<file path="src/hdl/bpfc_pkg.sv">
// ----------------------------------------------------------------------------
// Bitmap pixel format converter package
// Register indexes, format codes, configuration types and shared functions.
// ----------------------------------------------------------------------------
package bpfc_pkg;

  // Configuration register indexes.
  typedef enum logic [2:0] {
    REG_SOURCE_FORMAT = 3'd0,
    REG_OUTPUT_DEPTH  = 3'd1,
    REG_MASK_RED      = 3'd2,
    REG_MASK_GREEN    = 3'd3,
    REG_MASK_BLUE     = 3'd4,
    REG_CLEAR_BLACK   = 3'd5,
    REG_PINK_KEY      = 3'd6,
    REG_FORCE_STP     = 3'd7
  } cfg_reg_e;

  // Source pixel kinds; codes 6 and 7 behave as 32-bit bitfields.
  localparam logic [2:0] SRC_1BIT  = 3'd0;
  localparam logic [2:0] SRC_4BIT  = 3'd1;
  localparam logic [2:0] SRC_8BIT  = 3'd2;
  localparam logic [2:0] SRC_16BIT = 3'd3;
  localparam logic [2:0] SRC_24BIT = 3'd4;
  localparam logic [2:0] SRC_32BIT = 3'd5;

  // Output modes.
  typedef enum logic [1:0] {
    DEPTH_IDX4  = 2'd0,
    DEPTH_IDX8  = 2'd1,
    DEPTH_RGB15 = 2'd2,
    DEPTH_RGB24 = 2'd3
  } out_depth_e;

  localparam logic [15:0] STP_BIT   = 16'h8000;
  localparam logic [4:0]  CH5_MAX   = 5'h1f;
  localparam logic [14:0] PINK_15   = {CH5_MAX, 5'h00, CH5_MAX};

  // One color channel: its mask plus the alignment derived from it.
  typedef struct packed {
    logic [31:0] mask;
    logic [4:0]  shift;   // position of lowest set bit
    logic [2:0]  lsh;     // left shift that scales a narrow field to 8 bits
  } chan_cfg_t;

  typedef struct packed {
    logic [2:0] source_format;
    out_depth_e output_depth;
    chan_cfg_t  red;
    chan_cfg_t  green;
    chan_cfg_t  blue;
    logic       clear_black;
    logic       pink_key;
    logic       force_stp;
  } cfg_t;

  // Derive the channel alignment from a mask at the time it is written.
  function automatic chan_cfg_t chan_setup(logic [31:0] mask);
    chan_cfg_t  c;
    logic [5:0] bits;
    c.mask  = mask;
    c.shift = 5'd0;
    for (int i = 31; i >= 0; i--) begin
      if (mask[i]) begin
        c.shift = 5'(i);
      end
    end
    bits = 6'($countones(mask));
    if (bits != 6'd0 && bits <= 6'd8) begin
      c.lsh = 3'(6'd8 - bits);
    end else begin
      c.lsh = 3'd0;
    end
    return c;
  endfunction

  // Palette index carried by a pixel word.
  function automatic logic [7:0] pixel_index(logic [2:0] fmt, logic [31:0] v);
    logic [7:0] idx;
    case (fmt)
      SRC_1BIT: idx = {7'd0, v[0]};
      SRC_4BIT: idx = {4'd0, v[3:0]};
      default:  idx = v[7:0];
    endcase
    return idx;
  endfunction

endpackage

</file>
<file path="src/hdl/bpfc_color.sv">
// ----------------------------------------------------------------------------
// Bitmap pixel format converter color unit
// Builds the 24-bit color of a pixel and its 15-bit word with the
// transparency rules.
// ----------------------------------------------------------------------------
module bpfc_color (
  input  bpfc_pkg::cfg_t cfg_i,
  input  logic [31:0]    pixel_i,
  input  logic [23:0]    pal_color_i,
  output logic [23:0]    color_o,
  output logic [15:0]    rgb15_o
);
  import bpfc_pkg::*;

  // Mask a channel, align it to bit 0 and scale narrow fields to 8 bits.
  function automatic logic [7:0] take_channel(logic [31:0] w, chan_cfg_t c);
    logic [31:0] v;
    v = (w & c.mask) >> c.shift;
    v = v << c.lsh;
    return v[7:0];
  endfunction

  logic [31:0] word;
  logic [14:0] c15;

  // Pick the color source by pixel kind.
  always_comb begin
    word = (cfg_i.source_format == SRC_16BIT) ? {16'd0, pixel_i[15:0]} : pixel_i;
    if (cfg_i.source_format inside {SRC_1BIT, SRC_4BIT, SRC_8BIT}) begin
      color_o = pal_color_i;
    end else if (cfg_i.source_format == SRC_24BIT) begin
      color_o = pixel_i[23:0];
    end else begin
      color_o = {take_channel(word, cfg_i.red), take_channel(word, cfg_i.green),
                 take_channel(word, cfg_i.blue)};
    end
  end

  // Reduce to 5 bits per channel: red low, blue high.
  assign c15 = {color_o[7:3], color_o[15:11], color_o[23:19]};

  // Magenta and black rules, then the semi-transparency bit.
  always_comb begin
    if (cfg_i.pink_key && c15 == PINK_15) begin
      rgb15_o = 16'd0;
    end else if (c15 == 15'd0) begin
      rgb15_o = cfg_i.clear_black ? 16'd0 : STP_BIT;
    end else if (cfg_i.force_stp) begin
      rgb15_o = {1'b0, c15} | STP_BIT;
    end else begin
      rgb15_o = {1'b0, c15};
    end
  end

endmodule

</file>
<file path="config.mk">
export PLATFORM = sky130hd
export DESIGN_NAME = bpfc_color
export DESIGN_NICKNAME = d
export VERILOG_FILES = /design/src/hdl/bpfc_pkg.sv /design/src/hdl/bpfc_color.sv
export SDC_FILE = /design/constraint.sdc
export NUM_CORES = 1
export LEC_CHECK = 0
export CAP_MARGIN = 20
export CORE_AREA = 2 2 115 117
export DETAILED_ROUTE_END_ITERATION = 10
export DIE_AREA = 0 0 117 119
export DONT_BUFFER_PORTS = 1
export PLACE_DENSITY = 0.68
export SYNTH_ARGS = -nofsm -noshare
export SYNTH_HDL_FRONTEND = slang
export SYNTH_SLANG_ARGS = --single-unit
</file>
<file path="constraint.sdc">
create_clock -name vclk -period 7.4
set_clock_uncertainty 0.15 [all_clocks]
set_input_delay 1.11 -clock vclk [all_inputs]
set_output_delay 1.11 -clock vclk [all_outputs]
set_load 0.1 [all_outputs]
</file>
# Word-level counts from Yosys, hierarchy flattened
# Index checks and enable logic that the tools add are counted.
# op_classes
bitwise_logic,3
shifts,6
mux,7
reduce_logical,4
n_eq_ne,5
# ops
cell,count
AND 32 bit,3
left shift 32 x 3 -> 8 bit,3
>> shifter 32 x 5 -> 32 bit,3
2-to-1 mux 16 bit,4
2-to-1 mux 24 bit,2
2-to-1 mux 32 bit,1
"== test 15 bit, second input constant",1
logical NOT 15 bit,1
"== test 3 x 2 -> 1 bit, second input constant",2
"== test 3 x 1 -> 1 bit, second input constant",1
"== test 3 bit, second input constant",1
logical NOT 3 bit,1
nonzero test 3 bit,1
logical AND 1 bit,1
# word_totals
elab_cells,25
input_bits,184
register_bits,0
output_inout_bits,40

# Longest topological paths before layout
# logic_depth
word_depth,10
mapped_depth,16
mapped_depth_nobuf,11

# Worst setup path after synthesis
# OpenSTA, ideal clock, no wires.
# synth_path
path_type,input -> output
startpoint,input cfg_i[86] (netlist bit)
endpoint,output rgb15_o[15]
slack_ps,-2642
t_required_ps,6140
n_path_buf,4
arrival_time_ps,8782
path_stages,13
path_cell_list,buf_2 > buf_6 > buf_4 > buf_2 > mux2_2 > o41ai_1 > nor3_1 > nor4_1 > nor3_1 > o41ai_1 > nor4_1 > and4_1 > nor3_1
# synth_via
elab_chain_len,7
word_cells_on_any_way,9
cone_classes,eq/ne (1); shift (2); mux (4); reduce/logical (2)
# synth_lines
item,line_no,rtl
from (decl),bpfc_color.sv:7,"input bpfc_pkg::cfg_t cfg_i,"
>> shifter 32 x 5 -> 32 bit (*),bpfc_color.sv:18,v = (w & c.mask) >> c.shift;
left shift 32 x 3 -> 8 bit (*),bpfc_color.sv:19,v = v << c.lsh;
2-to-1 mux 24 bit (*),bpfc_color.sv:31,end else if (cfg_i.source_format == SRC_24BIT) begin
2-to-1 mux 24 bit (*),bpfc_color.sv:29,"if (cfg_i.source_format inside {SRC_1BIT, SRC_4BIT, SRC_8BIT}) begin"
net color_o[22],bpfc_color.sv:10,"output logic [23:0] color_o,"
logical NOT 15 bit / == test 15 bit (equally long branches),"bpfc_color.sv:46, bpfc_color.sv:44",
2-to-1 mux 16 bit / logical AND 1 bit (equally long branches),"bpfc_color.sv:46, bpfc_color.sv:44",
2-to-1 mux 16 bit (*),bpfc_color.sv:44,if (cfg_i.pink_key && c15 == PINK_15) begin
to (decl),bpfc_color.sv:11,output logic [15:0] rgb15_o
# Mark *: on every way through the listed nets, which the timed path passes. The rest lies on a longest branch.

# Worst setup path in the final report
# layout_path
startpoint,input cfg_i[127] (netlist bit)
endpoint,output rgb15_o[15]
# layout_via
elab_chain_len,10
word_cells_on_any_way,23
cone_classes,eq/ne (5); shift (6); mux (5); bitwise (3); reduce/logical (4)
# layout_lines
item,line_no,rtl
== test 3 x 2 -> 1 bit,bpfc_color.sv:28,"word = (cfg_i.source_format == SRC_16BIT) ? {16'd0, pixel_i[15:0]} : pixel_i;"
2-to-1 mux 32 bit,bpfc_color.sv:28,
AND 32 bit,bpfc_color.sv:18,
>> shifter 32 x 5 -> 32 bit,bpfc_color.sv:18,
left shift 32 x 3 -> 8 bit,bpfc_color.sv:19,
2-to-1 mux 24 bit,bpfc_color.sv:31,
2-to-1 mux 24 bit (*),bpfc_color.sv:29,
logical NOT 15 bit / == test 15 bit (equally long branches),"bpfc_color.sv:46, bpfc_color.sv:44",
2-to-1 mux 16 bit / logical AND 1 bit (equally long branches),"bpfc_color.sv:46, bpfc_color.sv:44",
2-to-1 mux 16 bit (*),bpfc_color.sv:44,
# Mark *: on every way between the ends. The rest lies on a longest branch, timed or not.

==> flow_summary.yaml <==
routing:
  avgViaCountPerCell: 7.96
  vias: 9155
  route.met3.wl_mm: 4.72
  post-route-drc-count: 0
  m1WireLength_mm: 11.3
  post_drt_wl_per_cell_um: 26.6
  ant_nets: 0
  first_pass_iters: 6
  wl_mm: 30.6
  met2WireLength_mm: 12.8
  highest_layer: "met4"
  drt_iter0_drc: 1549
pwr:
  cellPowerDensity_nw_per_um2: 91.1
  p_leak_nw: 2.25
  ir_drop_uv: 52.0
placement:
  io_buffer_count: 0
  place_area_um2: 7220
  hpwl_mm: 23.6
  placedCellCount: 1150
  place_ws_ps: 967
  routabilityCongestion: 1.04
clocking:
  ctsHoldBuffers: 0
  post_cts_buffers: 0
  ctsResizeCount: 0
worst_setup_path:
  cp_top_family: "compound AO/OA/AOI/OAI gates"
  worst_path_max_delay_cell: "a2111oi_0"
  crit_path_max_fanout: 8
  path_buf_inv: 2
  end_kind: "primary output"
  path_class: "primary input to primary output"
  cp.required_ps: 6140
  path_cells: "and3b_1 > buf_4 > o221a_2 > o22ai_1 > a2111oi_0 > nor2_1 > a222oi_1 > o211ai_1 > or3_1 > nor4_1 > a31oi_1 > nor3_4 > buf_12"
  arrival_ps: 5290
  critPathMaxStageDelay_ps: 740
  worstSetupStartpointType: "primary input"
sta:
  rsz0062_at_grt: "no"
  setup-tns-final_ps: 0
  post-route-period-util_pct: 88.5
  worst_hold_slack_ps: 2400
  slew_headroom_pct: 28.1
  fin_crit_ps: 6550
  setup_viol: 0
  clock.fmax_ghz: 0.153
  hold_viol_final: 0
  slew_violations: 0
  setup_ws_ps: 854
  tightest_slew_ps: 1080
logic_synthesis:
  synthesis.nets: 1229
  synth_area_per_cell_um2: 6.58
  synth-xor-area-share_pct: 0
  yosysUniqueCellTypes: 83
  yosys.area_share.simple_pct: 42.4
  synthMuxAreaShare_pct: 12.9
  synth_compound_area_share_pct: 36.1
  yosys_warnings: 0
  synth_top_family_by_area: "simple AND/OR/NAND/NOR gates"
  postSynthCellCount: 1045
  seq_area_frac_synth_pct: 0
  syn_area_um2: 6880
  synth-adder-area-share_pct: 0
global_route:
  grt.overflow.total: 0
  grt_antenna_before_repair: 0
  grt_pass1_wl_mm: 46.3
  grt_max_degree: 93
  track_usage_pct: 42.1
  grt_pass1_vias: 8183
floorplanning:
  die_y_um: 119
  io_pins: 224
  dieArea_um2: 13900
  core_um2: 12900
  die_w_um: 117
  rows: 42
  initial_utilization_pct: 53.4
layout:
  area_delta_synth_final_pct: 4.91
  num-fill-cells: 1319
  drive_gt1_share_pct: 14.0
  nClkBuffers: 0
  instances_no_fill: 1150
  design_area_um2: 7220
  regArea_um2: 0
  flops_and_latches: 0
  fin_nets: 1160
  n_antenna_cell: 0
status:
  status: "complete, no violations"
min_path:
  hold_class: "primary input to primary output"
run:
  maxCapViolations: 0
-- layout by cell type (no fill, tap or decap), types with 6 or more instances in the layout --
master	Yosys	final
a2111oi_0	9	9
a211oi_1	17	17
a21o_1	8	8
a21oi_1	34	33
a221oi_1	15	15
a22oi_1	15	15
a311oi_1	7	7
a31oi_1	10	6
a41oi_1	8	6
and2_1	28	28
and3_1	7	7
and4_1	9	9
buf_12	0	11
buf_4	12	24
inv_1	18	18
mux2_2	7	7
mux4_2	35	35
nand2_1	149	149
nand2b_1	13	13
nand3_1	56	56
nand3b_1	14	14
nand4_1	33	33
nand4b_1	35	35
nand4bb_1	15	15
nor2_1	80	69
nor2_2	0	11
nor2b_1	12	6
nor2b_2	0	6
nor3_1	36	35
nor4_1	12	12
o211ai_1	23	23
o21a_1	7	7
o21ai_0	53	50
o221a_2	6	6
o221ai_1	19	19
o22ai_1	39	38
o31ai_1	7	7
or2_2	6	6
-- cell type report --
| cell class | instances | area [µm²] | share of cell area [%] |
|---|---|---|---|
| Inverter | 21 | 78.8 | 1.09 |
| Multi-Input combinational cell | 915 | 6460 | 89.5 |
| Tap cell | 176 | 220 | 3.05 |
| Timing Repair Buffer | 38 | 458 | 6.35 |
-- per-stage QoR --
step                util (%)  total power, W
global route            56.0        0.000687
detailed placement      56.0        0.000646
global placement        55.8        0.000640
finish                  56.0        0.000658
CTS                     56.0        0.000647
floorplan                  -        0.000545
-- Yosys cell counts, types with 13 or more instances --
| library cell | n | area (µm²) |
|---|---|---|
| a211oi_1 | 17 | 128 |
| a21oi_1 | 34 | 170 |
| a221oi_1 | 15 | 131 |
| a22oi_1 | 15 | 113 |
| and2_1 | 28 | 175 |
| buf_2 | 27 | 135 |
| clkbuf_1 | 61 | 229 |
| inv_1 | 18 | 67.6 |
| mux4_2 | 35 | 788 |
| nand2_1 | 149 | 559 |
| nand2b_1 | 13 | 81.3 |
| nand3_1 | 56 | 280 |
| nand3b_1 | 14 | 105 |
| nand4_1 | 33 | 206 |
| nand4b_1 | 35 | 307 |
| nand4bb_1 | 15 | 169 |
| nor2_1 | 80 | 300 |
| nor3_1 | 36 | 180 |
| o211ai_1 | 23 | 173 |
| o21ai_0 | 53 | 265 |
| o221ai_1 | 19 | 166 |
| o22ai_1 | 39 | 244 |
-- report_power, final --
part           internal [W]  switching [W]  leakage, nW  total [W]
logic              0.000217       0.000440         2.25   0.000658
clock network             0              0            0          0
registers                 0              0            0          0
-- final timing paths --
path | startpoint | end | slack, ps | depth (start not counted)
worst min-delay path | pal_color_i[17] | color_o[17] | 2400 | 2
worst max-delay path | cfg_i[127] | rgb15_o[15] | 850 | 13
-- routing by layer --
metal | vias up | global-route usage [%]
met5 | - | 0
met4 | 0 | 19.0
met3 | 131 | 10.5
met2 | 767 | 61.1
met1 | 4201 | 58.5
li1 | 4056 | -
-- kinds of logic (layout without fill, tap and decap cells) --
logic type             Yosys count  count (layout)
muxes                           44              44
AOI/OAI and AO/OA              340             340
buffers and inverters          130              59
and+or+nand+nor                531             531
Power figures use the tool's default switching activity.
