$ cat config.mk
export PLATFORM = sky130hd
export DESIGN_NAME = bpfc_pack
export DESIGN_NICKNAME = d
export VERILOG_FILES = /design/src/hdl/bpfc_pkg.sv /design/src/hdl/bpfc_pack.sv
export SDC_FILE = /design/constraint.sdc
export NUM_CORES = 1
export LEC_CHECK = 0
export BUFFER_PORTS_ARGS = -buffer_cell sky130_fd_sc_hd__buf_2
export CAP_MARGIN = 20
export CORE_ASPECT_RATIO = 1.2
export CORE_MARGIN = 1
export CORE_UTILIZATION = 45
export CTS_CLUSTER_DIAMETER = 150
export CTS_CLUSTER_SIZE = 14
export DETAILED_ROUTE_END_ITERATION = 10
export HOLD_SLACK_MARGIN = 0.02
export PLACE_DENSITY = 0.82
export SYNTH_ARGS = -nofsm -noshare
export SYNTH_HDL_FRONTEND = slang
export SYNTH_SLANG_ARGS = --single-unit
$ cat constraint.sdc
create_clock -name clk_i -period 7.4 [get_ports clk_i]
set_input_delay 0.74 -clock clk_i [delete_from_list [all_inputs] [get_ports clk_i]]
set_output_delay 0.74 -clock clk_i [all_outputs]
set_load 0.02 [all_outputs]
$ cat src/hdl/bpfc_pkg.sv
// ----------------------------------------------------------------------------
// Bitmap pixel format converter package
// Register indexes, format codes, configuration types and shared functions.
// ----------------------------------------------------------------------------
package bpfc_pkg;

  // Configuration register indexes.
  typedef enum logic [2:0] {
    REG_SOURCE_FORMAT = 3'd0,
    REG_OUTPUT_DEPTH  = 3'd1,
    REG_MASK_RED      = 3'd2,
    REG_MASK_GREEN    = 3'd3,
    REG_MASK_BLUE     = 3'd4,
    REG_CLEAR_BLACK   = 3'd5,
    REG_PINK_KEY      = 3'd6,
    REG_FORCE_STP     = 3'd7
  } cfg_reg_e;

  // Source pixel kinds; codes 6 and 7 behave as 32-bit bitfields.
  localparam logic [2:0] SRC_1BIT  = 3'd0;
  localparam logic [2:0] SRC_4BIT  = 3'd1;
  localparam logic [2:0] SRC_8BIT  = 3'd2;
  localparam logic [2:0] SRC_16BIT = 3'd3;
  localparam logic [2:0] SRC_24BIT = 3'd4;
  localparam logic [2:0] SRC_32BIT = 3'd5;

  // Output modes.
  typedef enum logic [1:0] {
    DEPTH_IDX4  = 2'd0,
    DEPTH_IDX8  = 2'd1,
    DEPTH_RGB15 = 2'd2,
    DEPTH_RGB24 = 2'd3
  } out_depth_e;

  localparam logic [15:0] STP_BIT   = 16'h8000;
  localparam logic [4:0]  CH5_MAX   = 5'h1f;
  localparam logic [14:0] PINK_15   = {CH5_MAX, 5'h00, CH5_MAX};

  // One color channel: its mask plus the alignment derived from it.
  typedef struct packed {
    logic [31:0] mask;
    logic [4:0]  shift;   // position of lowest set bit
    logic [2:0]  lsh;     // left shift that scales a narrow field to 8 bits
  } chan_cfg_t;

  typedef struct packed {
    logic [2:0] source_format;
    out_depth_e output_depth;
    chan_cfg_t  red;
    chan_cfg_t  green;
    chan_cfg_t  blue;
    logic       clear_black;
    logic       pink_key;
    logic       force_stp;
  } cfg_t;

  // Derive the channel alignment from a mask at the time it is written.
  function automatic chan_cfg_t chan_setup(logic [31:0] mask);
    chan_cfg_t  c;
    logic [5:0] bits;
    c.mask  = mask;
    c.shift = 5'd0;
    for (int i = 31; i >= 0; i--) begin
      if (mask[i]) begin
        c.shift = 5'(i);
      end
    end
    bits = 6'($countones(mask));
    if (bits != 6'd0 && bits <= 6'd8) begin
      c.lsh = 3'(6'd8 - bits);
    end else begin
      c.lsh = 3'd0;
    end
    return c;
  endfunction

  // Palette index carried by a pixel word.
  function automatic logic [7:0] pixel_index(logic [2:0] fmt, logic [31:0] v);
    logic [7:0] idx;
    case (fmt)
      SRC_1BIT: idx = {7'd0, v[0]};
      SRC_4BIT: idx = {4'd0, v[3:0]};
      default:  idx = v[7:0];
    endcase
    return idx;
  endfunction

endpackage

$ cat src/hdl/bpfc_pack.sv
// ----------------------------------------------------------------------------
// Bitmap pixel format converter packer
// Packs indices or colors into 16-bit words and serves each item's words
// from a small output buffer, one word per beat.
// ----------------------------------------------------------------------------
module bpfc_pack (
  input  logic                 clk_i,
  input  logic                 rst_ni,
  input  bpfc_pkg::cfg_t       cfg_i,
  input  logic                 clear_i,
  input  logic                 item_valid_i,
  input  logic                 row_end_i,
  input  logic [31:0]          pixel_i,
  input  logic [23:0]          color_i,
  input  logic [15:0]          rgb15_i,
  output logic                 item_ready_o,
  output logic                 out_valid_o,
  input  logic                 out_ready_i,
  output logic [15:0]          out_word_o,
  output logic                 out_last_o
);
  import bpfc_pkg::*;

  logic [23:0] held_q, held_d;
  logic [15:0] pbuf_q, pbuf_d;
  logic [1:0]  pcnt_q, pcnt_d;
  logic [15:0] w0_q, w1_q, w2_q;
  logic [15:0] g0, g1, g2;
  logic [1:0]  cnt_q;
  logic [1:0]  nwords;
  logic [7:0]  idx;
  logic [15:0] merged;
  logic        full;
  logic [23:0] c1, c2;
  logic        step;
  logic        take;

  // A new group loads once the buffer is empty or is handing out its last word.
  assign item_ready_o = (cnt_q == 2'd0) || (cnt_q == 2'd1 && out_ready_i);
  assign step         = item_valid_i && item_ready_o;
  assign out_valid_o  = (cnt_q != 2'd0);
  assign take         = out_valid_o && out_ready_i;
  assign out_word_o   = w0_q;
  assign out_last_o   = (cnt_q == 2'd1);
  assign idx          = pixel_index(cfg_i.source_format, pixel_i);

  // Group assembly for the current pixel.
  always_comb begin
    held_d = held_q;
    pbuf_d = pbuf_q;
    pcnt_d = pcnt_q;
    nwords = 2'd0;
    g0     = 16'd0;
    g1     = 16'd0;
    g2     = 16'd0;
    merged = 16'd0;
    full   = 1'b0;
    c1     = 24'd0;
    c2     = 24'd0;
    case (cfg_i.output_depth)
      DEPTH_IDX4, DEPTH_IDX8: begin
        if (cfg_i.output_depth == DEPTH_IDX4) begin
          merged = pbuf_q | (16'(idx[3:0]) << {pcnt_q, 2'b00});
          full   = (pcnt_q == 2'd3);
        end else begin
          merged = pbuf_q | (16'(idx) << {pcnt_q[0], 3'b000});
          full   = pcnt_q[0];
        end
        if (full || row_end_i) begin
          g0     = merged;
          nwords = 2'd1;
          pbuf_d = 16'd0;
          pcnt_d = 2'd0;
        end else begin
          pbuf_d = merged;
          pcnt_d = (cfg_i.output_depth == DEPTH_IDX4) ? pcnt_q + 2'd1
                                                       : {1'b0, ~pcnt_q[0]};
        end
      end
      DEPTH_RGB15: begin
        g0     = rgb15_i;
        nwords = 2'd1;
      end
      default: begin
        // Two pixels make three words; a lone pixel at row end pairs with black.
        if (pcnt_q == 2'd0) begin
          c1 = color_i;
          c2 = 24'd0;
        end else begin
          c1 = held_q;
          c2 = color_i;
        end
        if (pcnt_q == 2'd0 && !row_end_i) begin
          held_d = color_i;
          pcnt_d = 2'd1;
        end else begin
          held_d = 24'd0;
          pcnt_d = 2'd0;
          nwords = 2'd3;
          g0     = {c1[15:8], c1[23:16]};
          g1     = {c2[23:16], c1[7:0]};
          g2     = {c2[7:0], c2[15:8]};
        end
      end
    endcase
  end

  // Packing state; a change of output mode drops any partial group.
  always_ff @(posedge clk_i or negedge rst_ni) begin
    if (!rst_ni) begin
      held_q <= 24'd0;
      pbuf_q <= 16'd0;
      pcnt_q <= 2'd0;
      cnt_q  <= 2'd0;
    end else begin
      if (clear_i) begin
        held_q <= 24'd0;
        pbuf_q <= 16'd0;
        pcnt_q <= 2'd0;
      end else if (step) begin
        held_q <= held_d;
        pbuf_q <= pbuf_d;
        pcnt_q <= pcnt_d;
      end
      if (step && nwords != 2'd0) begin
        cnt_q <= nwords;
      end else if (take) begin
        cnt_q <= cnt_q - 2'd1;
      end
    end
  end

  // Output words shift toward the port as they are taken.
  always_ff @(posedge clk_i) begin
    if (step && nwords != 2'd0) begin
      w0_q <= g0;
      w1_q <= g1;
      w2_q <= g2;
    end else if (take) begin
      w0_q <= w1_q;
      w1_q <= w2_q;
    end
  end

endmodule

## Word-level counts from Yosys, hierarchy flattened

Cells that the tools add are included.

- Bits in registers: 92
- Bits of input ports: 206
- Output and inout port bits: 19
- Logic and storage cells: 78

- $add $sub $neg: 2
- Equality and inequality tests: 7
- Shift operators: 2
- Muxes and demuxes: 34
- Bitwise logic cells: 3
- Reduce and logical (&&, ||, !) cells: 23

Operators with widths:

| operator | number |
|---|---|
| $mux 16 | 13 |
| $mux 24 | 6 |
| $or 16x16->16 | 2 |
| $pmux 16 s2 | 1 |
| $pmux 8 s2 | 1 |
| $shl 4x4->16 | 1 |
| $shl 8x4->16 | 1 |
| $mux 2 | 7 |
| $reduce_bool 2->1 | 5 |
| $pmux 2 s2 | 2 |
| $logic_not 2->1 | 3 |
| $reduce_and 2->1 | 3 |
| $logic_and 1x1->1 | 5 |
| $reduce_or 5->1 | 1 |
| $eq 2x1->1 const B | 2 |
| $eq 2x2->1 const B | 2 |
| $mux 1 | 4 |
| $eq 3x1->1 const B | 1 |
| $logic_not 3->1 | 1 |
| $reduce_or 3->1 | 1 |
| $add 2x1->2 const B | 1 |
| $logic_or 1x1->1 | 2 |
| $ne 2x1->1 const B | 1 |
| $ne 2x2->1 const B | 1 |
| other kinds (4) | 4 |

## Depth between registers and ports, before layout

Gate-level depths: netlist (run 1).

- Depth after elaboration: 9
- Depth in mapped cells: 11
- Mapped depth without buffers: 7

## Worst setup path before layout (run 1)

OpenSTA, ideal clock, no wires.

- Path type: register -> register
- From: register pcnt_q[0]
- To: register w0_q[0], in the netlist out_word_o[0] (enable)
- Library setup time: 0.389 ns
- Arrival: 2.515 ns
- Required time: 7.011 ns
- Setup slack: 4.495 ns
- Stages on the path, launching flop included: 11
- Buffers on the path: 4
- Period minus slack after synthesis: 2.905 ns
- Path through: dfrtp_1 clkbuf_1 inv_1 ha_1 buf_2 nand2b_1 buf_2 nor2_1 or2_4 buf_2 nand2_1

- Word-level cells in the longest chain between the ends: 9
- Elaborated cells on any way between the ends: 12
- Those cells by class: 1 x eq/ne; 5 x mux; 6 x reduce/logical

Ends and longest elaborated chain:

| element | line | RTL |
|---|---|---|
| start: declaration | bpfc_pack.sv:26 | `logic [1:0] pcnt_q, pcnt_d;` |
| start signal: assignment | bpfc_pack.sv:123 | `pcnt_q <= pcnt_d;` |
| $eq 2x2->1 | bpfc_pack.sv:64 | `full = (pcnt_q == 2'd3);` |
| $mux 1 | bpfc_pack.sv:62 | `if (cfg_i.output_depth == DEPTH_IDX4) begin` |
| $mux 1 | bpfc_pack.sv:60 | `case (cfg_i.output_depth)` |
| $logic_or 1x1->1 | bpfc_pack.sv:69 | `if (full \|\| row_end_i) begin` |
| $mux 1 | bpfc_pack.sv:69 |  |
| $pmux 2 s2 * | bpfc_pack.sv:60 |  |
| $reduce_bool 2->1 * | bpfc_pack.sv:135 | `if (step && nwords != 2'd0) begin` |
| $logic_and 1x1->1 * | bpfc_pack.sv:135 |  |
| $reduce_bool 2->1 (no line) * | n/a |  |
| end signal: assignment | bpfc_pack.sv:136 | `w0_q <= g0;` |
| end signal: assignment | bpfc_pack.sv:140 | `w0_q <= w1_q;` |
| end: declaration | bpfc_pack.sv:27 | `logic [15:0] w0_q, w1_q, w2_q;` |

Every way passes the cells marked *; elsewhere a longest branch is shown, timed or not. The select of a mux whose other input is x is not followed.
A chain may end at the register's enable or synchronous reset.

## Worst setup path after layout (run 1)

- From: register pcnt_q[0]
- To: register w0_q[13], in the netlist out_word_o[13], data pin

- Word-level cells in the longest chain between the ends: 9
- Elaborated cells on any way between the ends: 21
- Those cells by class: 1 x eq/ne; 2 x shift; 11 x mux; 2 x bitwise; 5 x reduce/logical

Ends and longest elaborated chain:

| element | line |
|---|---|
| $eq 2x2->1 | bpfc_pack.sv:64 |
| $mux 1 | bpfc_pack.sv:62 |
| $mux 1 | bpfc_pack.sv:60 |
| $logic_or 1x1->1 | bpfc_pack.sv:69 |
| $mux 1 | bpfc_pack.sv:69 |
| $pmux 2 s2 | bpfc_pack.sv:60 |
| $reduce_bool 2->1 | bpfc_pack.sv:135 |
| $logic_and 1x1->1 | bpfc_pack.sv:135 |
| $mux 16 * | bpfc_pack.sv:135 |

Marked as above.

==> results of run 1 <==
metrics by stage:
stage	hold slack [ns]	total power, mW	cell area [sq um]	std cells	worst slack (ns)
2_1_floorplan	0.444	1.00	4740	429	4.50
3_3_place_gp	0.458	1.13	5170	605	3.30
3_5_place_dp	0.470	1.14	5180	606	3.27
4_1_cts	0.485	1.57	5460	622	3.25
5_1_grt	0.217	1.64	5480	623	2.96
6_report	0.214	1.58	5480	623	3.09
cell families after synthesis:
group | synth area share
adder cells (fa/ha/maj) | 0.0106
AND/OR/NAND/NOR | 0.121
AO/OA/AOI/OAI | 0.213
buffers and inverters | 0.0383
multiplexers | 0.0794
XOR/XNOR | 0.00185
flip-flops | 0.536
cell type report:
class / count / area [sq um] / share of cell area
Clock buffer: 9 / 225 / 0.0411
Timing Repair Buffer: 84 / 450 / 0.0823
Inverter: 8 / 30.0 / 0.00548
Tap cell: 126 / 158 / 0.0288
Clock inverter: 7 / 51.3 / 0.00937
Sequential cell: 92 / 2540 / 0.464
Multi-Input combinational cell: 297 / 2020 / 0.369
registers in the layout, indices dropped and copies added (netlist names):
name and flops:
cnt_q 2, held_q 24, out_word_o 16, pbuf_q 16
pcnt_q 2, w1_q 16, w2_q 16
synth_stat cells (3+ instances only):
cell type,instances,share of area
a2bb2oi_1,5,0.0092
nand2b_1,4,0.0053
o21ai_0,52,0.055
o31a_1,4,0.0074
nand2_1,56,0.044
nor3_1,8,0.0084
mux2_2,17,0.040
a221oi_1,6,0.011
o2bb2ai_1,9,0.017
a31oi_1,4,0.0053
buf_2,7,0.0074
mux2_4,5,0.016
mux2i_1,11,0.023
and2_1,21,0.028
clkbuf_1,20,0.016
ha_1,4,0.011
a32oi_1,9,0.017
nor2_1,10,0.0079
a32o_1,6,0.013
edfxtp_1,48,0.30
a22o_1,12,0.022
a21oi_1,12,0.013
buf_6,3,0.0071
dfrtp_1,44,0.23
inv_1,7,0.0055
nor4_1,3,0.0040
a21boi_0,3,0.0047
o21a_1,6,0.0095
power breakdown:
part           leakage (nW)  total [mW]  internal, mW  switching, mW
sequential             1.05       0.711         0.678         0.0333
combinational          1.06       0.430         0.155          0.275
clock                 0.139       0.435         0.230          0.205
routing by layer:
metal	up-vias	global-route usage	part of all wire
li1	1734	-	-
met1	1917	0.331	0.40
met2	248	0.401	0.49
met3	30	0.0458	0.096
met4	0	0.0786	0.019
met5	-	0	0
critical path, stage by stage (launching register included):
cell	delay (ns)
dfrtp_1	0.52
inv_1	0.24
ha_1	0.19
buf_4	0.38
nand2b_1	0.53
nor2_1	1.02
or2_4	0.43
inv_2	0.33
mux2_4	0.40
path summary, 6_finish.rpt:
check	start	endpoint	slack (ns)
min in group clk_i	held_q[0]	held_q[0]	0.49
worst max-delay path	pcnt_q[0]	out_word_o[13]	3.09
worst max register to register	pcnt_q[0]	out_word_o[13]	3.09
worst min register to register	held_q[0]	held_q[0]	0.49
worst min-delay path	rst_ni	held_q[11]	0.21
max in group asynchronous	rst_ni	pcnt_q[1]	6.72
==> impl_metrics.toml, run 1 <==
[status]
outcome = "complete, no violations"

[layout]
drive_above_1_share = 0.260
mostFrequentLayoutCells = "77 x buf_2, 56 x nand2_1, 52 x o21ai_0"
final_core_util = 0.542
area_delta_synth_final_pct = 15.5
fin_nets = 702
fill_cells = 872
final_common_cell = "buf_2"
diodes = 0

[clock_tree]
numCtsBuffers = 9
h-tree-depth = 3
clk_pin_slew_ns = 0.07
postCtsSetupRepairBufs = 0
ctsResizeCount = 0
ctsRootBufferMaster = "clkbuf_16"
cts_tree = "built"
holdBufCountCts = 0
cts_buffer_depth = 2
clk_latency_ns = 0.36
cts_sinks = 92

[grt]
antenna_found_initial = 0
grt_pass1_vias = 3821
grt_pass1_wl_microns = 20100
grt_use_total = 0.246
grt_overflow = 0
grt_max_degree = 45

[flow_run]
drv_cap = 0

[synthesis]
ys_ff_latch = 92
syn-num-nets = 639
synthArstFlopShare = 0.478
ys_types = 55
syn_area_sq_um = 4740
seq_area_frac_synth = 0.536
synth_cells = 429
ys.warnings.count = 0
synth_edf_count = 48
syn_area_per_cell_sq_um = 11.1
ys.flop_type = "edfxtp_1"

[sta]
finalSetupViolCount = 0
finalClockSkew_ns = 0.0114
finalSetupTns_ns = 0
period_minus_slack_ns = 4.31
drv_slew = 0
worst_pin_slew_ns = 1.16
rsz0062_at_grt = "false"
timing.final.hold_violations = 0
maxSlewHeadroom = 0.222
finalCritPeriodShare = 0.583
max_freq_mhz = 232

[detailed_routing]
viasPerCell = 6.31
drtIter0Drc = 397
postRouteAntennaNets = 0
drt_pass1_iterations = 5
drt_wl_total_microns = 12600
wl_per_cell_microns = 20.2
vias = 3929
drc_errors = 0

[die]
rows = 40
core_sq_um = 10100
die_width_microns = 95.7
start_util = 0.469
io_pins = 225
die_h_microns = 114
dieArea_sq_um = 11000

[worst_hold_path]
holdCritPathClass = "in -> async"

[setup_path]
critical_path_class = "reg -> reg"
critPathArrivalTime_ns = 4.41
cp_max_fo = 29
rr_worst_depth = 8
start_kind = "flip-flop"
cp_data_required_time_ns = 7.50
end_kind = "flip-flop"

[placed_design]
place.gp.congestion = 0.876
io_buffers = 77
hpwl_microns = 8550

[pwr]
peakVddDrop_v = 0.000176
leakagePower_nw = 2.25
power_density_nw_per_um2 = 288
Note: power is estimated with default switching activity, not from simulation.
==> inputs of run 2 (changes only) <==
ABC_AREA = 1   (was default)
PLACE_DENSITY = 0.81   (was 0.82)
clock period = 4.1 ns   (was 7.4 ns; I/O delays follow)
==> impl_metrics.toml, run 2 <==
[die]
io_pins = 225
start_util = 0.462
die_width_microns = 96.9
rows = 41
core_sq_um = 10500
die_h_microns = 116
dieArea_sq_um = 11200

[layout]
area_delta_synth_final_pct = 15.5
drive_above_1_share = 0.167
diodes = 0
largest_reg_flops = 24
regMostFlops = "held_q"
mostFrequentLayoutCells = "205 x nand2_1, 89 x inv_1, 77 x buf_2"
final_common_cell = "nand2_1"
fin_nets = 888
final_area_sq_um = 5610

[setup_path]
critical_path_class = "reg -> reg"
start_kind = "flip-flop"
cp_max_fo = 49
critPathArrivalTime_ns = 3.02
end_kind = "flip-flop"
cpPeakStageDelay_ns = 0.55
cp_cell_sequence = "inv_1 > ha_1 > inv_2 > nor2_2 > nand2_1 > nand3_2 > buf_4 > nand2_1 > buf_4"
critPathBufInv = 4
cp_data_required_time_ns = 4.15
path_delay_family = "buffers and inverters"
cpMaxStageDelayCell = "dfrtp_1"

[sta]
worst_pin_slew_ns = 1.03
max_freq_mhz = 337
timing.final.hold_violations = 0
maxSlewHeadroom = 0.315
rsz0062_at_grt = "false"
drv_slew = 0
period_minus_slack_ns = 2.97
finalClockSkew_ns = 0.0123
finalCritPeriodShare = 0.724
finalSetupTns_ns = 0
finalSetupViolCount = 0
hold_ws_ns = 0.339

[detailed_routing]
viasPerCell = 5.40
vias = 4382
postRouteAntennaNets = 0
drc_errors = 0
wl_per_cell_microns = 15.3
drtIter0Drc = 472
drt_pass1_iterations = 5
drt_wl_total_microns = 12400

[synthesis]
yosys.area.top_type = "edfxtp_1"
ys.flop_type = "edfxtp_1"
syn_area_sq_um = 4860
synthArstFlopShare = 0.478
syn_area_per_cell_sq_um = 7.98
ys_ff_latch = 92
synth_cells = 609
yosysMostFrequentCell = "nand2_1"
ys.warnings.count = 0
synth_common_cells = "205 x nand2_1, 89 x inv_1, 53 x o21ai_0"
synth.top_cell.area_share = 0.297
synth_edf_count = 48
netlist_top_cells_area = "edfxtp_1 30%, dfrtp_1 23%, nand2_1 16%, inv_1 6.9%, o21ai_0 5.5%"
seq_area_frac_synth = 0.523
syn-num-nets = 819
ys_types = 28

[pwr]
p_total_mw = 2.96
power_density_nw_per_um2 = 527
leakagePower_nw = 2.86
peakVddDrop_v = 0.000302

[clock_tree]
clk_pin_slew_ns = 0.08
cts_tree = "built"
cts_sinks = 92
h-tree-depth = 3
ctsRootBufferMaster = "clkbuf_16"
clk_latency_ns = 0.35
postCtsSetupRepairBufs = 0
ctsResizeCount = 0
numCtsBuffers = 9
cts_buffer_depth = 2

[placed_design]
io_buffers = 77
place.gp.congestion = 0.872
hpwl_microns = 8840
dpl_cell_area_sq_um = 5290

[grt]
grt_max_degree = 50
grt_pass1_vias = 4296
grt_use_total = 0.236
antenna_found_initial = 0
grt_pass1_wl_microns = 20600
grt_overflow = 0

[worst_hold_path]
holdCritPathClass = "in -> reg"

[flow_run]
drv_cap = 0

[status]
outcome = "complete, no violations"
run 2: cell type report:
cell class | instances | area, sq um
clock inverters | 7 | 66.3
multi-input cells | 398 | 1820
repair buffers | 83 | 445
flip-flops and latches | 92 | 2540
inverters | 94 | 353
fillers | 948 | 4900
clock buffers | 9 | 225
well taps | 129 | 161
run 2: through the flow:
step,util,setup slack [ns],instances
floorplan,-,1.42,609
global placement,0.503,1.21,794
detailed placement,0.503,1.17,794
CTS,0.531,1.15,810
global route,0.534,0.918,812
finish,0.534,1.13,812
run 2: kinds of logic (layout without fill, tap and decap cells):
family	after synthesis	after routing	synth area share
flip-flops	92	92	0.523
adder cells (fa/ha/maj)	4	4	0.0103
AO/OA/AOI/OAI	96	96	0.110
buffers and inverters	119	193	0.102
AND/OR/NAND/NOR	298	298	0.254
run 2: layer usage:
| layer | routed length (microns) | track usage | up-vias |
|---|---|---|---|
| li1 | - | - | 2098 |
| met2 | 5780 | 0.390 | 224 |
| met4 | 296 | 0.0965 | 0 |
| met5 | 0 | 0 | - |
| met3 | 1190 | 0.0489 | 24 |
| met1 | 5130 | 0.305 | 2036 |
run 2: report_power, final:
part / internal [mW] / switching [mW]
Sequential: 1.23 / 0.0562
Combinational: 0.242 / 0.614
Clock: 0.427 / 0.390
run 2: what timing repair did:
action / 4_1_cts / 5_1_grt
hold buffers: 0 / 1
hold endpoints to repair: 0 / 8
endpoints found under the setup margin: 0 / 0
run 2: path summary, 6_finish.rpt:
check / startpoint / to / slack [ns] / cells after the start
max in group asynchronous: rst_ni / held_q[8] / 3.14 / 3
max reg2reg: pcnt_q[0] / out_word_o[4] / 1.13 / 9
min in group asynchronous: rst_ni / held_q[9] / 0.46 / 2
min: color_i[9] / held_q[9] / 0.34 / 3
min reg2reg: pbuf_q[5] / pbuf_q[5] / 0.50 / 2
max: pcnt_q[0] / out_word_o[4] / 1.13 / 9
run 2: worst register-to-register path, delay by kind of cell (launching register included):
| family | cells | cell delay (ns) |
|---|---|---|
| adders and majority gates | 1 | 0.21 |
| DFF | 1 | 0.55 |
| and+or+nand+nor | 4 | 0.84 |
| buffers and inverters | 4 | 1.04 |
